===== src/hw/rtl/dtac_pkg.sv =====
`timescale 1ns / 1ps
// ----------------------------------------------------------------------------
// Dual thermistor average check: shared package
// Widths, register codes, linearization segment tables and the stage control
// word used by the top level and the per-channel datapath.
// ----------------------------------------------------------------------------
package dtac_pkg;

	// Sample and running average widths.
	localparam int SAMPLE_BITS = 12;
	localparam int AVG_SHIFT   = 3;
	localparam int SUM_W       = 16;
	localparam int AVG_W       = 12;
	localparam int TEMP_W      = 16;

	// Masks off sample bits above SAMPLE_BITS.
	localparam logic [AVG_W-1:0] SAMPLE_MASK = AVG_W'((1 << SAMPLE_BITS) - 1);

	// Stream and configuration port widths.
	localparam int IN_DATA_W  = 24;
	localparam int OUT_DATA_W = 56;
	localparam int CFG_W      = 16;
	localparam int CFG_IDX_W  = 2;

	// Configuration register indexes.
	typedef enum logic [CFG_IDX_W-1:0] {
		REG_AGREE_LIMIT = 2'd0,
		REG_LOW_LIMIT   = 2'd1,
		REG_HIGH_LIMIT  = 2'd2
	} cfg_reg_t;

	// Configuration reset values.
	localparam logic [AVG_W-1:0]         AGREE_RESET = 12'd200;
	localparam logic signed [TEMP_W-1:0] LOW_RESET   = -16'sd5120;
	localparam logic signed [TEMP_W-1:0] HIGH_RESET  = 16'sd15360;

	// Linearization datapath widths. The scaled offset is at most 1257 * 25600
	// plus half a slope, which fits 25 bits. The reciprocal shift of 37 keeps
	// the rounded-up reciprocal exact for every numerator below 2^25.
	localparam int MAG_W       = 11;
	localparam int NUM_W       = 25;
	localparam int RECIP_SHIFT = 37;
	localparam int RECIP_W     = 27;
	localparam int QUO_W       = 15;
	localparam int PROD_W      = NUM_W + RECIP_W;
	localparam int SCALE_Q     = 25600;

	// Segments, from the coldest (highest count) down.
	typedef enum logic [2:0] {
		SEG_0 = 3'd0,
		SEG_1 = 3'd1,
		SEG_2 = 3'd2,
		SEG_3 = 3'd3,
		SEG_4 = 3'd4
	} seg_t;

	localparam int BP_0 = 2943;
	localparam int BP_1 = 2502;
	localparam int BP_2 = 2045;
	localparam int BP_3 = 1558;
	localparam int BP_4 = 1257;

	// Slopes in hundredths of a count per degree.
	localparam int SLOPE_0 = 1145;
	localparam int SLOPE_1 = 2205;
	localparam int SLOPE_2 = 3047;
	localparam int SLOPE_3 = 3247;
	localparam int SLOPE_4 = 3010;

	// Base temperatures in Q8.8.
	localparam int BASE_0 = 0 * 256;
	localparam int BASE_1 = 20 * 256;
	localparam int BASE_2 = 35 * 256;
	localparam int BASE_3 = 50 * 256;
	localparam int BASE_4 = 60 * 256;

	// Rounded-up reciprocals of the slopes, scaled by 2^RECIP_SHIFT.
	localparam logic [RECIP_W-1:0] RECIP_0 =
		RECIP_W'(((64'd1 << RECIP_SHIFT) + 64'(SLOPE_0) - 64'd1) / 64'(SLOPE_0));
	localparam logic [RECIP_W-1:0] RECIP_1 =
		RECIP_W'(((64'd1 << RECIP_SHIFT) + 64'(SLOPE_1) - 64'd1) / 64'(SLOPE_1));
	localparam logic [RECIP_W-1:0] RECIP_2 =
		RECIP_W'(((64'd1 << RECIP_SHIFT) + 64'(SLOPE_2) - 64'd1) / 64'(SLOPE_2));
	localparam logic [RECIP_W-1:0] RECIP_3 =
		RECIP_W'(((64'd1 << RECIP_SHIFT) + 64'(SLOPE_3) - 64'd1) / 64'(SLOPE_3));
	localparam logic [RECIP_W-1:0] RECIP_4 =
		RECIP_W'(((64'd1 << RECIP_SHIFT) + 64'(SLOPE_4) - 64'd1) / 64'(SLOPE_4));

	// Breakpoint of a segment.
	function automatic logic [AVG_W-1:0] seg_bp(input seg_t seg);
		case (seg)
			SEG_0: return AVG_W'(BP_0);
			SEG_1: return AVG_W'(BP_1);
			SEG_2: return AVG_W'(BP_2);
			SEG_3: return AVG_W'(BP_3);
			default: return AVG_W'(BP_4);
		endcase
	endfunction

	// Half a slope, the rounding term of the division.
	function automatic logic [MAG_W-1:0] seg_half(input seg_t seg);
		case (seg)
			SEG_0: return MAG_W'(SLOPE_0 / 2);
			SEG_1: return MAG_W'(SLOPE_1 / 2);
			SEG_2: return MAG_W'(SLOPE_2 / 2);
			SEG_3: return MAG_W'(SLOPE_3 / 2);
			default: return MAG_W'(SLOPE_4 / 2);
		endcase
	endfunction

	// Reciprocal of a slope.
	function automatic logic [RECIP_W-1:0] seg_recip(input seg_t seg);
		case (seg)
			SEG_0: return RECIP_0;
			SEG_1: return RECIP_1;
			SEG_2: return RECIP_2;
			SEG_3: return RECIP_3;
			default: return RECIP_4;
		endcase
	endfunction

	// Base temperature of a segment.
	function automatic logic signed [TEMP_W-1:0] seg_base(input seg_t seg);
		case (seg)
			SEG_0: return TEMP_W'(BASE_0);
			SEG_1: return TEMP_W'(BASE_1);
			SEG_2: return TEMP_W'(BASE_2);
			SEG_3: return TEMP_W'(BASE_3);
			default: return TEMP_W'(BASE_4);
		endcase
	endfunction

	// Load strobes of the pipeline stages inside a channel.
	typedef struct packed {
		logic ld_avg;
		logic ld_num;
		logic ld_quo;
		logic ld_temp;
	} dtac_ctl_t;

endpackage


===== src/hw/rtl/dtac_chan.sv =====
`timescale 1ns / 1ps
// ----------------------------------------------------------------------------
// Dual thermistor average check: channel datapath
// Leaky running average of one thermistor and its piecewise linear mapping
// to a Q8.8 temperature, in four pipeline stages.
// ----------------------------------------------------------------------------
module dtac_chan (
	input  logic                                 clk,
	input  logic                                 arst_n,
	input  dtac_pkg::dtac_ctl_t                  ctl,
	input  logic [dtac_pkg::AVG_W-1:0]           sample,
	output logic [dtac_pkg::AVG_W-1:0]           avg,
	output logic signed [dtac_pkg::TEMP_W-1:0]   temp
);

	logic [dtac_pkg::SUM_W-1:0]           sum_q;
	logic [dtac_pkg::SUM_W-1:0]           sum_next;
	logic [dtac_pkg::AVG_W-1:0]           avg_s2;

	dtac_pkg::seg_t                       seg;
	logic signed [dtac_pkg::AVG_W:0]      diff;
	logic [dtac_pkg::AVG_W:0]             diff_abs;
	logic [dtac_pkg::MAG_W-1:0]           mag;
	logic [dtac_pkg::NUM_W-1:0]           num;

	logic [dtac_pkg::NUM_W-1:0]           num_s3;
	dtac_pkg::seg_t                       seg_s3;
	logic                                 neg_s3;

	logic [dtac_pkg::PROD_W-1:0]          prod;
	logic [dtac_pkg::QUO_W-1:0]           quo_s4;
	dtac_pkg::seg_t                       seg_s4;
	logic                                 neg_s4;

	logic signed [dtac_pkg::TEMP_W+1:0]   base_ext;
	logic signed [dtac_pkg::TEMP_W+1:0]   temp_ext;
	logic signed [dtac_pkg::TEMP_W-1:0]   temp_sat;
	logic signed [dtac_pkg::TEMP_W-1:0]   temp_s5;

	// Running sum gains the sample and loses the old average, wrapping.
	assign sum_next = sum_q + dtac_pkg::SUM_W'(sample & dtac_pkg::SAMPLE_MASK)
		- dtac_pkg::SUM_W'(avg_s2);

	always_ff @(posedge clk or negedge arst_n) begin
		if (!arst_n) begin
			sum_q  <= '0;
			avg_s2 <= '0;
		end else if (ctl.ld_avg) begin
			sum_q  <= sum_next;
			avg_s2 <= dtac_pkg::AVG_W'(sum_next >> dtac_pkg::AVG_SHIFT);
		end
	end

	// Segment select and scaled offset from the breakpoint.
	always_comb begin
		if (avg_s2 > dtac_pkg::seg_bp(dtac_pkg::SEG_0)) begin
			seg = dtac_pkg::SEG_0;
		end else if (avg_s2 > dtac_pkg::seg_bp(dtac_pkg::SEG_1)) begin
			seg = dtac_pkg::SEG_1;
		end else if (avg_s2 > dtac_pkg::seg_bp(dtac_pkg::SEG_2)) begin
			seg = dtac_pkg::SEG_2;
		end else if (avg_s2 > dtac_pkg::seg_bp(dtac_pkg::SEG_3)) begin
			seg = dtac_pkg::SEG_3;
		end else begin
			seg = dtac_pkg::SEG_4;
		end
		diff     = $signed({1'b0, avg_s2}) - $signed({1'b0, dtac_pkg::seg_bp(seg)});
		diff_abs = diff[dtac_pkg::AVG_W] ? (dtac_pkg::AVG_W + 1)'(0) - diff : diff;
		mag      = diff_abs[dtac_pkg::MAG_W-1:0];
		num      = dtac_pkg::NUM_W'(mag) * dtac_pkg::NUM_W'(dtac_pkg::SCALE_Q)
			+ dtac_pkg::NUM_W'(dtac_pkg::seg_half(seg));
	end

	always_ff @(posedge clk) begin
		if (ctl.ld_num) begin
			num_s3 <= num;
			seg_s3 <= seg;
			neg_s3 <= diff[dtac_pkg::AVG_W];
		end
	end

	// Division by the slope as a multiplication by its reciprocal.
	assign prod = dtac_pkg::PROD_W'(num_s3) * dtac_pkg::PROD_W'(dtac_pkg::seg_recip(seg_s3));

	always_ff @(posedge clk) begin
		if (ctl.ld_quo) begin
			quo_s4 <= prod[dtac_pkg::RECIP_SHIFT +: dtac_pkg::QUO_W];
			seg_s4 <= seg_s3;
			neg_s4 <= neg_s3;
		end
	end

	// Apply the offset to the segment base and saturate to 16 bits.
	always_comb begin
		base_ext = (dtac_pkg::TEMP_W + 2)'(dtac_pkg::seg_base(seg_s4));
		if (neg_s4) begin
			temp_ext = base_ext + $signed({3'b000, quo_s4});
		end else begin
			temp_ext = base_ext - $signed({3'b000, quo_s4});
		end
		if (temp_ext > 18'sd32767) begin
			temp_sat = 16'sh7FFF;
		end else if (temp_ext < -18'sd32768) begin
			temp_sat = 16'sh8000;
		end else begin
			temp_sat = temp_ext[dtac_pkg::TEMP_W-1:0];
		end
	end

	always_ff @(posedge clk) begin
		if (ctl.ld_temp) begin
			temp_s5 <= temp_sat;
		end
	end

	assign avg  = avg_s2;
	assign temp = temp_s5;

endmodule


===== src/hw/rtl/dual_thermistor_average_check.sv =====
`timescale 1ns / 1ps
// ----------------------------------------------------------------------------
// Dual thermistor average check
// Averages two thermistor ADC channels, linearizes them to Q8.8 degrees and
// reports a held mean temperature with an agreement and range flag.
// ----------------------------------------------------------------------------
// Usage:
//   The slave stream takes one word per sample pair (channel A in the low
//   twelve bits, channel B above it). The master stream returns one word per
//   input word, in order: both channel temperatures, the held mean and the
//   ok flag.
//   One word is accepted every cycle while the receiver keeps up. Each word
//   passes six registers (input, running average, scaled offset, reciprocal
//   multiply, temperature, output) before its result is valid. The rate is set
//   by the running-sum and held-mean updates, each a loop through one register.
//   Every stage has its own valid bit and loads when the stage after it is
//   free, so bubbles are squeezed out while the receiver stalls; the input
//   stalls only once all six registers hold words. A stalled result holds.
//   Reset clears the running sums, averages, held mean and all valid bits,
//   and loads the configuration registers with their defaults. Configuration
//   writes take effect at once and are meant for idle periods.
// ----------------------------------------------------------------------------
module dual_thermistor_average_check (
	input  logic                                 clk,
	input  logic                                 arst_n,
	// Slave stream. s_tdata: sensor_a_sample [11:0], sensor_b_sample [23:12].
	input  logic                                 s_tvalid,
	output logic                                 s_tready,
	input  logic [dtac_pkg::IN_DATA_W-1:0]       s_tdata,
	// Master stream. m_tdata: temp_a [15:0], temp_b [31:16], mean_temp [47:32],
	// temp_ok [48], zero [55:49].
	output logic                                 m_tvalid,
	input  logic                                 m_tready,
	output logic [dtac_pkg::OUT_DATA_W-1:0]      m_tdata,
	// Configuration write port.
	input  logic                                 cfg_we,
	input  logic [dtac_pkg::CFG_IDX_W-1:0]       cfg_index,
	input  logic [dtac_pkg::CFG_W-1:0]           cfg_wdata
);

	logic [dtac_pkg::AVG_W-1:0]           agree_q;
	logic signed [dtac_pkg::TEMP_W-1:0]   low_q;
	logic signed [dtac_pkg::TEMP_W-1:0]   high_q;

	logic [dtac_pkg::AVG_W-1:0]           a_s1;
	logic [dtac_pkg::AVG_W-1:0]           b_s1;
	logic                                 v_s1;
	logic                                 v_s2;
	logic                                 v_s3;
	logic                                 v_s4;
	logic                                 v_s5;
	logic                                 out_valid_q;

	logic                                 rdy1;
	logic                                 rdy2;
	logic                                 rdy3;
	logic                                 rdy4;
	logic                                 rdy5;
	logic                                 rdy_out;
	logic                                 ld_out;
	dtac_pkg::dtac_ctl_t                  ctl;

	logic [dtac_pkg::AVG_W-1:0]           avg_a;
	logic [dtac_pkg::AVG_W-1:0]           avg_b;
	logic signed [dtac_pkg::TEMP_W-1:0]   temp_a;
	logic signed [dtac_pkg::TEMP_W-1:0]   temp_b;

	logic signed [dtac_pkg::AVG_W:0]      avg_diff;
	logic [dtac_pkg::AVG_W:0]             avg_abs;
	logic                                 agree;
	logic                                 agree_s3;
	logic                                 agree_s4;
	logic                                 agree_s5;

	logic signed [dtac_pkg::TEMP_W:0]     temp_sum;
	logic signed [dtac_pkg::TEMP_W-1:0]   mean;
	logic signed [dtac_pkg::TEMP_W-1:0]   held_q;
	logic signed [dtac_pkg::TEMP_W-1:0]   out_temp_a_q;
	logic signed [dtac_pkg::TEMP_W-1:0]   out_temp_b_q;
	logic signed [dtac_pkg::TEMP_W-1:0]   out_mean_q;
	logic                                 out_ok_q;

	// Configuration registers.
	always_ff @(posedge clk or negedge arst_n) begin
		if (!arst_n) begin
			agree_q <= dtac_pkg::AGREE_RESET;
			low_q   <= dtac_pkg::LOW_RESET;
			high_q  <= dtac_pkg::HIGH_RESET;
		end else if (cfg_we) begin
			case (cfg_index)
				dtac_pkg::REG_AGREE_LIMIT: agree_q <= cfg_wdata[dtac_pkg::AVG_W-1:0];
				dtac_pkg::REG_LOW_LIMIT:   low_q   <= cfg_wdata;
				dtac_pkg::REG_HIGH_LIMIT:  high_q  <= cfg_wdata;
				default: ;
			endcase
		end
	end

	// Each stage loads when it is empty or the stage after it moves on.
	always_comb begin
		rdy_out     = !out_valid_q || m_tready;
		rdy5        = !v_s5 || rdy_out;
		rdy4        = !v_s4 || rdy5;
		rdy3        = !v_s3 || rdy4;
		rdy2        = !v_s2 || rdy3;
		rdy1        = !v_s1 || rdy2;
		ctl.ld_avg  = rdy2 && v_s1;
		ctl.ld_num  = rdy3 && v_s2;
		ctl.ld_quo  = rdy4 && v_s3;
		ctl.ld_temp = rdy5 && v_s4;
		ld_out      = rdy_out && v_s5;
	end

	assign s_tready = rdy1;

	always_ff @(posedge clk or negedge arst_n) begin
		if (!arst_n) begin
			v_s1        <= 1'b0;
			v_s2        <= 1'b0;
			v_s3        <= 1'b0;
			v_s4        <= 1'b0;
			v_s5        <= 1'b0;
			out_valid_q <= 1'b0;
		end else begin
			if (rdy1) v_s1 <= s_tvalid;
			if (rdy2) v_s2 <= v_s1;
			if (rdy3) v_s3 <= v_s2;
			if (rdy4) v_s4 <= v_s3;
			if (rdy5) v_s5 <= v_s4;
			if (rdy_out) out_valid_q <= v_s5;
		end
	end

	// Input register.
	always_ff @(posedge clk) begin
		if (s_tvalid && rdy1) begin
			a_s1 <= s_tdata[dtac_pkg::AVG_W-1:0];
			b_s1 <= s_tdata[2*dtac_pkg::AVG_W-1:dtac_pkg::AVG_W];
		end
	end

	dtac_chan u_chan_a (
		.clk    (clk),
		.arst_n (arst_n),
		.ctl    (ctl),
		.sample (a_s1),
		.avg    (avg_a),
		.temp   (temp_a)
	);

	dtac_chan u_chan_b (
		.clk    (clk),
		.arst_n (arst_n),
		.ctl    (ctl),
		.sample (b_s1),
		.avg    (avg_b),
		.temp   (temp_b)
	);

	// Agreement of the two averages, carried along with the channel stages.
	always_comb begin
		avg_diff = $signed({1'b0, avg_a}) - $signed({1'b0, avg_b});
		avg_abs  = avg_diff[dtac_pkg::AVG_W] ?
			(dtac_pkg::AVG_W + 1)'(0) - avg_diff : avg_diff;
		agree    = avg_abs[dtac_pkg::AVG_W-1:0] < agree_q;
	end

	always_ff @(posedge clk) begin
		if (ctl.ld_num)  agree_s3 <= agree;
		if (ctl.ld_quo)  agree_s4 <= agree_s3;
		if (ctl.ld_temp) agree_s5 <= agree_s4;
	end

	// Mean of both temperatures, rounded toward minus infinity.
	assign temp_sum = $signed({temp_a[dtac_pkg::TEMP_W-1], temp_a})
		+ $signed({temp_b[dtac_pkg::TEMP_W-1], temp_b});
	assign mean = temp_sum[dtac_pkg::TEMP_W:1];

	// Held mean updates only on agreement.
	always_ff @(posedge clk or negedge arst_n) begin
		if (!arst_n) begin
			held_q <= '0;
		end else if (ld_out && agree_s5) begin
			held_q <= mean;
		end
	end

	// Output register.
	always_ff @(posedge clk) begin
		if (ld_out) begin
			out_temp_a_q <= temp_a;
			out_temp_b_q <= temp_b;
			out_mean_q   <= agree_s5 ? mean : held_q;
			out_ok_q     <= agree_s5 && (mean > low_q) && (mean < high_q);
		end
	end

	assign m_tvalid = out_valid_q;
	assign m_tdata  = {7'b0000000, out_ok_q, out_mean_q, out_temp_b_q, out_temp_a_q};

endmodule


===== config.mk =====
export PLATFORM = sky130hd
export DESIGN_NAME = dual_thermistor_average_check
export DESIGN_NICKNAME = d
export VERILOG_FILES = /design/src/hw/rtl/dtac_pkg.sv /design/src/hw/rtl/dtac_chan.sv /design/src/hw/rtl/dual_thermistor_average_check.sv
export SDC_FILE = /design/constraint.sdc
export NUM_CORES = 2
export LEC_CHECK = 0
export ABC_AREA = 1
export CORE_MARGIN = 4
export CORE_UTILIZATION = 57
export CTS_CLUSTER_SIZE = 28
export DETAILED_ROUTE_END_ITERATION = 12
export DONT_BUFFER_PORTS = 1
export HOLD_SLACK_MARGIN = 0.1
export PLACE_DENSITY = 0.81
export SETUP_SLACK_MARGIN = 0.3
export SYNTH_ARGS = -nofsm -noshare
export SYNTH_HDL_FRONTEND = slang
export SYNTH_HIERARCHICAL = 1
export SYNTH_SLANG_ARGS = --single-unit

===== constraint.sdc =====
create_clock -name clk -period 8.97 [get_ports clk]
set_input_delay 1.794 -clock clk [delete_from_list [all_inputs] [get_ports clk]]
set_output_delay 1.794 -clock clk [all_outputs]
set_load 0.1 [all_outputs]

* Word-level counts from Yosys, hierarchy flattened
Index checks and enable logic that the tools add are counted.
Storage, ports and cells: register bits 326, input bits 47, output and inout port bits 58
Operators by class: add/subtract/negate cells 17, multiply operators 4, $lt $le $gt $ge 15, eq/ne operators 20, mux-type cells 24, reductions and logical operators 31
Operators with widths (number):
- case mux 27 bit (4 select lines) | 2
- case mux 14 bit (4 select lines) | 2
- multiplier 25 x 27 -> 52 bit | 2
- case mux 12 bit (4 select lines) | 2
- case mux 11 bit (4 select lines) | 2
- adder 25 x 11 -> 25 bit | 2
- > comparator 12 x 11 -> 1 bit, second input constant | 4
- > comparator 12 bit, second input constant | 4
- 2-to-1 mux 16 bit | 3
- subtractor 12 x 12 -> 13 bit | 3
- equality test 3 x 2 -> 1 bit, second input constant | 12
- > comparator 18 x 16 -> 1 bit, second input constant | 2
- less-than comparator 18 x 16 -> 1 bit, second input constant | 2
- 2-to-1 mux 18 bit | 2
- adder 14 x 15 -> 16 bit | 2
- adder 16 x 12 -> 16 bit | 2
- subtractor 14 x 15 -> 16 bit | 2
- subtractor 16 x 12 -> 16 bit | 2
- multiplier 11 x 5 -> 15 bit, second input constant | 2
- 2-to-1 mux 3 bit | 8
- 2-to-1 mux 11 bit | 2
- subtractor 1 x 11 -> 11 bit, first input constant | 2
- equality test 3 x 1 -> 1 bit, second input constant | 6
- zero test 3 bit | 6
- other kinds (13) | 33

* Logic depth before layout (Yosys ltp)
depth after elaboration 12, gate-level depth with buffers 44, gate-level depth less buffers 44

* Cells and area by module
The synthesis kept the hierarchy.
By module, submodules not included:
- dtac_chan at u_chan_b | times used 1, cells an instance 3350, area each 27246.1 um2, seq. area each 2267.2 um2
- dtac_chan at u_chan_a | times used 1, cells an instance 3341, area each 27202.3 um2, seq. area each 2267.2 um2
- dual_thermistor_average_check | times used 1, cells an instance 909, area each 8016.4 um2, seq. area each 3948.8 um2

* Least setup slack after synthesis
Ideal clock, no wire load.
path kind reg-to-reg, from register u_chan_a.seg_s3[0], to register u_chan_a/quo_s4[10] (netlist bit), data pin, arrival time 6.539 ns, slack 2.179 ns, stages on the path, launching flop included 30, buffers on the path 1, clock period less this slack 6.791 ns, path through edfxtp_1 -> inv_1 -> nor2_1 -> nand2_1 -> nand2_2 -> inv_1 -> clkbuf_1 -> nor2_1 -> fa_1 -> fa_1 -> inv_1 -> fa_1 -> inv_1 -> fa_1 -> inv_1 -> fa_1 -> fa_1 -> inv_1 -> fa_1 -> ha_1 -> nand2_1 -> nor2_1 -> nand2_1 -> inv_1 -> nand4_1 -> o2111a_1 -> nand2_1 -> nand2_1 -> nand3_1 -> nand2_1
On the way: longest elaborated chain between the ends 3
Ends and longest elaborated chain:
- from (decl) | line dtac_chan.sv:27 | dtac_pkg::seg_t seg_s3;
- from (signal assigned) | line dtac_chan.sv:77 | seg_s3 <= seg;
- equality test 3 x 2 -> 1 bit, or another cell as far along | line dtac_pkg.sv:113 | case (seg)
- case mux 27 bit (4 select lines) * | line dtac_pkg.sv:113
- multiplier 25 x 27 -> 52 bit * | line dtac_chan.sv:83 | assign prod = dtac_pkg::PROD_W'(num_s3) * dtac_pkg::PROD_W'(dtac_pkg::seg_recip(seg_s3));
- named net u_chan_a.prod (one bit) | line dtac_chan.sv:30 | logic [dtac_pkg::PROD_W-1:0] prod;
- to (signal assigned) | line dtac_chan.sv:87 | quo_s4 <= prod[dtac_pkg::RECIP_SHIFT +: dtac_pkg::QUO_W];
- to (decl) | line dtac_chan.sv:31 | logic [dtac_pkg::QUO_W-1:0] quo_s4;
Mark *: on every way through the listed nets, which the timed path passes. The rest lies on a longest branch. A chain may end at the register's enable or synchronous reset.

* Final worst setup path
from register u_chan_a.seg_s3[1], to register u_chan_a/quo_s4[13] (netlist bit), data pin
Same word-level chain as after synthesis.

==> metrics.md <==
| Metric | Value |
|---|---|
| Worst Path Arrival | around 8600 ps |
| Initial antenna violation count | 12 |
| Max Freq | between 100 and 150 MHz |
| Grt ovf | 0 |
| HP Class | reg2reg |
| Clk_skew | roughly 36 ps |
| Crit path to | u_chan_a/quo_s4[13] |
| Sequential cell area fraction in the yosys report | 13.6% |
| Share of cells above drive strength 1 | approximately 3.5% |
| DR vias | ~50,000 |
| IO Port Bufs | 0 |
| CORE AREA | 0.109 mm^2 |
| Slew Limit Fails | 0 |
| Req. time, crit path | a little over 9000 ps |
| DIE WIDTH | 339 um |
| EDFF count, synth | between 200 and 250 |
| First-pass iteration count of the detailed router | 6 |
| Most Frequent Cell on Critical Path | fa_1 |
| GP Congestion | between 1 and 1.5 |
| HPWL Detailed | approximately 160 mm |
| Slew HR | around 15% |
| Mapped cell area | 0.0625 mm^2 |
| Vias in the first global route | between 50,000 and 60,000 |
| # rows | 121 |
| Routed Wire Length | a little under 200 mm |
| # nets final | 9,369 |
| CP max stage cell | fa_1 |
| Vias per cell | between 5 and 6 |
| Worst r2r dst | u_chan_a/quo_s4[13] |
| Final period utilization | between 90 and 100% |
| Outcome | completed |
| Synth Instances | about 7,600 |
| Postcts setup bufs | 0 |
| Critical Path Max Stage Delay | between 500 and 600 ps |
| Async S/R FF share, synth | between 30% and 40% |
| CTS Buffer Depth | 3 |
| Ys Warns | 6 |
| Design Area, Final | around 0.065 mm^2 |
| Most used DFF post-synth | edfxtp_1 |
| Top Ports | approximately 110 |
| Min Hold Slack | between 400 and 500 ps |
| Max_cap viols | 0 |
| CP Launch Point | u_chan_a/seg_s3[1] |
| Placement Cell Area | around 0.064 mm^2 |
| CTS H-Tree Depth | 2 |
| Starting Density | between 50% and 60% |
| R2R cell count | 28 |
| # DRC | 0 |
| Crit path time final | a little over 8000 ps |
| Setup violators final | 0 |
| Synth-to-Final Area Change | 4.72% |
| Max FO, Critical Path | 27 |
| Worst slew pin tran | about 1300 ps |
| Drt first-iter violations | between 4,000 and 5,000 |
| Clock-pin slew on the worst setup and hold paths | around 70 ps |
| Setup TNS | 0 ps |
| First-pass GRT wire length | ~310 mm |
| Die Y | 339 um |
| CP Capture Type | flop |
| Clock root buffer | clkbuf_16 |
| Utilization after layout | between 60% and 70% |
| Worst Setup Start Kind | flop |
| Final hold vios | 0 |
| Synthesized area per cell | slightly above 8 um^2 |
| CTS Sinks | 298 |
| Skew-Pair Late Insertion Delay | 620 ps |
| Setup Crit Path Kind | reg2reg |
| Die ar. | roughly 0.11 mm^2 |
| CTS buffer count | 40 |
| TritonCTS clock tree | yes |
| Flop-to-flop setup slack | approximately 700 ps |
| RSZ-0062 raised after global routing | no |
| Yosys cell types | 65 |
| Worst flop-to-flop path startpoint | u_chan_a/seg_s3[1] |
| Routed len/inst | 21.9 um |
| Post-route ant nets | 0 |
| GRT Total Usage | approximately a third |
| Register bit total from synthesis | about 300 |
| Largest net degree at the start of global routing | 97 |
## sequential cells by signal, summed over array words and instances, names as in the netlist, 3 cells and up
signal and count:
u_chan_a/temp 16, low_q 16, u_chan_b/num_s3 24, out_temp_b_q 16, u_chan_b/seg_s3 3, out_mean_q 16
u_chan_b/quo_s4 15, b_s1 12, out_temp_a_q 16, a_s1 12, u_chan_a/seg_s3 3, u_chan_a/sum_q 15
u_chan_a/num_s3 24, high_q 16, held_q 16, u_chan_b/sum_q 15, u_chan_a/seg_s4 3, u_chan_b/temp 16
u_chan_a/quo_s4 15, agree_q 12, u_chan_b/seg_s4 3
## cells in the final DEF, fill, tap and decap left out, types with 41 or more instances in the layout
cell and count:
a21oi_1 226, buf_4 82, clkbuf_16 41, dfrtp_1 84, edfxtp_1 202, fa_1 1086
ha_1 696, inv_1 2006, nand2_1 1291, nand3_1 204, nand4_1 52, nor2_1 832
nor3_1 55, o21ai_0 224, xor2_1 93
## final cells by class
type / count / area, um^2
timing repair buffer: 82 / 616
inverter: 2046 / 7690
sequential: 298 / 8480
clock inverter: 27 / 319
tap: 1414 / 1770
fill: 9779 / 43400
multi-input combinational: 5072 / 45500
clock buffer: 47 / 1060
antenna: 4 / 10.0
## worst min-delay path by stage
| stage | from | endpoint | slack, ps | cells past startpoint |
|---|---|---|---|---|
| 4_1_cts | agree_s3 | agree_s4 | 400 | 0 |
| 5_1_grt | agree_s3 | agree_s4 | 440 | 0 |
| 2_1_floorplan | agree_s3 | agree_s4 | 400 | 0 |
| 3_5_place_dp | agree_s3 | agree_s4 | 420 | 0 |
| 3_3_place_gp | agree_s3 | agree_s4 | 420 | 0 |
| 6_report | agree_s3 | agree_s4 | 400 | 0 |
## stage by stage
stage | cells | worst slack [ps]
4_1_cts | 8986 | 569
2_1_floorplan | 7606 | 2180
6_report | 8990 | 704
5_1_grt | 8986 | 424
3_3_place_gp | 8912 | 602
3_5_place_dp | 8912 | 595
## cells in the mapped netlist (7+ instances only)
cell type  number  share of area (%)
inv_2          16              0.096
xor2_1         93                1.3
nor2_1        835                5.0
o2111ai_1       8               0.11
ha_1          696                 14
nor2_2          8              0.080
o31ai_1        10               0.12
clkbuf_1      131               0.79
buf_2          12              0.096
nand4_1        52               0.52
dfrtp_1        84                3.4
edfxtp_1      202                9.7
inv_1        2006                 12
o21a_1         16               0.19
o21ai_0       224                1.8
clkinv_1       22               0.13
dfstp_2        12               0.50
or2_2           7              0.070
buf_1          11              0.066
nand3b_1        8              0.096
o211ai_1       11               0.13
a21o_1         23               0.28
nand2_2        30               0.30
xnor2_1        26               0.36
a21oi_1       226                1.8
nand3_1       204                1.6
buf_4          33               0.40
nor3_1         55               0.44
fa_1         1086                 35
nor4_1         24               0.24
a211oi_1        9               0.11
nor2_4          8               0.14
nand2_1      1292                7.8
a31oi_1        34               0.34
o21bai_1       10               0.12
## worst max-delay path, delay by kind of cell (launching register included)
kind            cells  cell delay (ps)
compound gates      3              820
fa+ha+maj           8             3960
buf+inv             6              610
flops               1              450
simple gates       11             2150
## metal layers
metal	vias up	GRT usage (%)	part of all wire, %
li1	22673	-	-
met2	2347	56.6	46
met3	635	8.68	9.8
met5	-	0	0.047
met1	24572	44.1	39
met4	14	16.2	5.7
## timing repair
action                                  4_1_cts  5_1_grt
endpoints found under the setup margin        0        8
gates resized for setup                       0        2
hold buffers                                  0        0
endpoints found under the hold margin         0        0
## kinds of logic after synthesis
group / synth area share (%)
AO/OA/AOI/OAI: 5.63
buffers and inverters: 13.7
AND/OR/NAND/NOR: 16.6
other: 0.00600
flip-flops: 13.6
adder cells (fa/ha/maj): 48.7
XOR/XNOR: 1.69
Power is left out: the tool's default activity adds up to more than one toggle a clock period on the data nets, which glitch-free logic cannot reach.
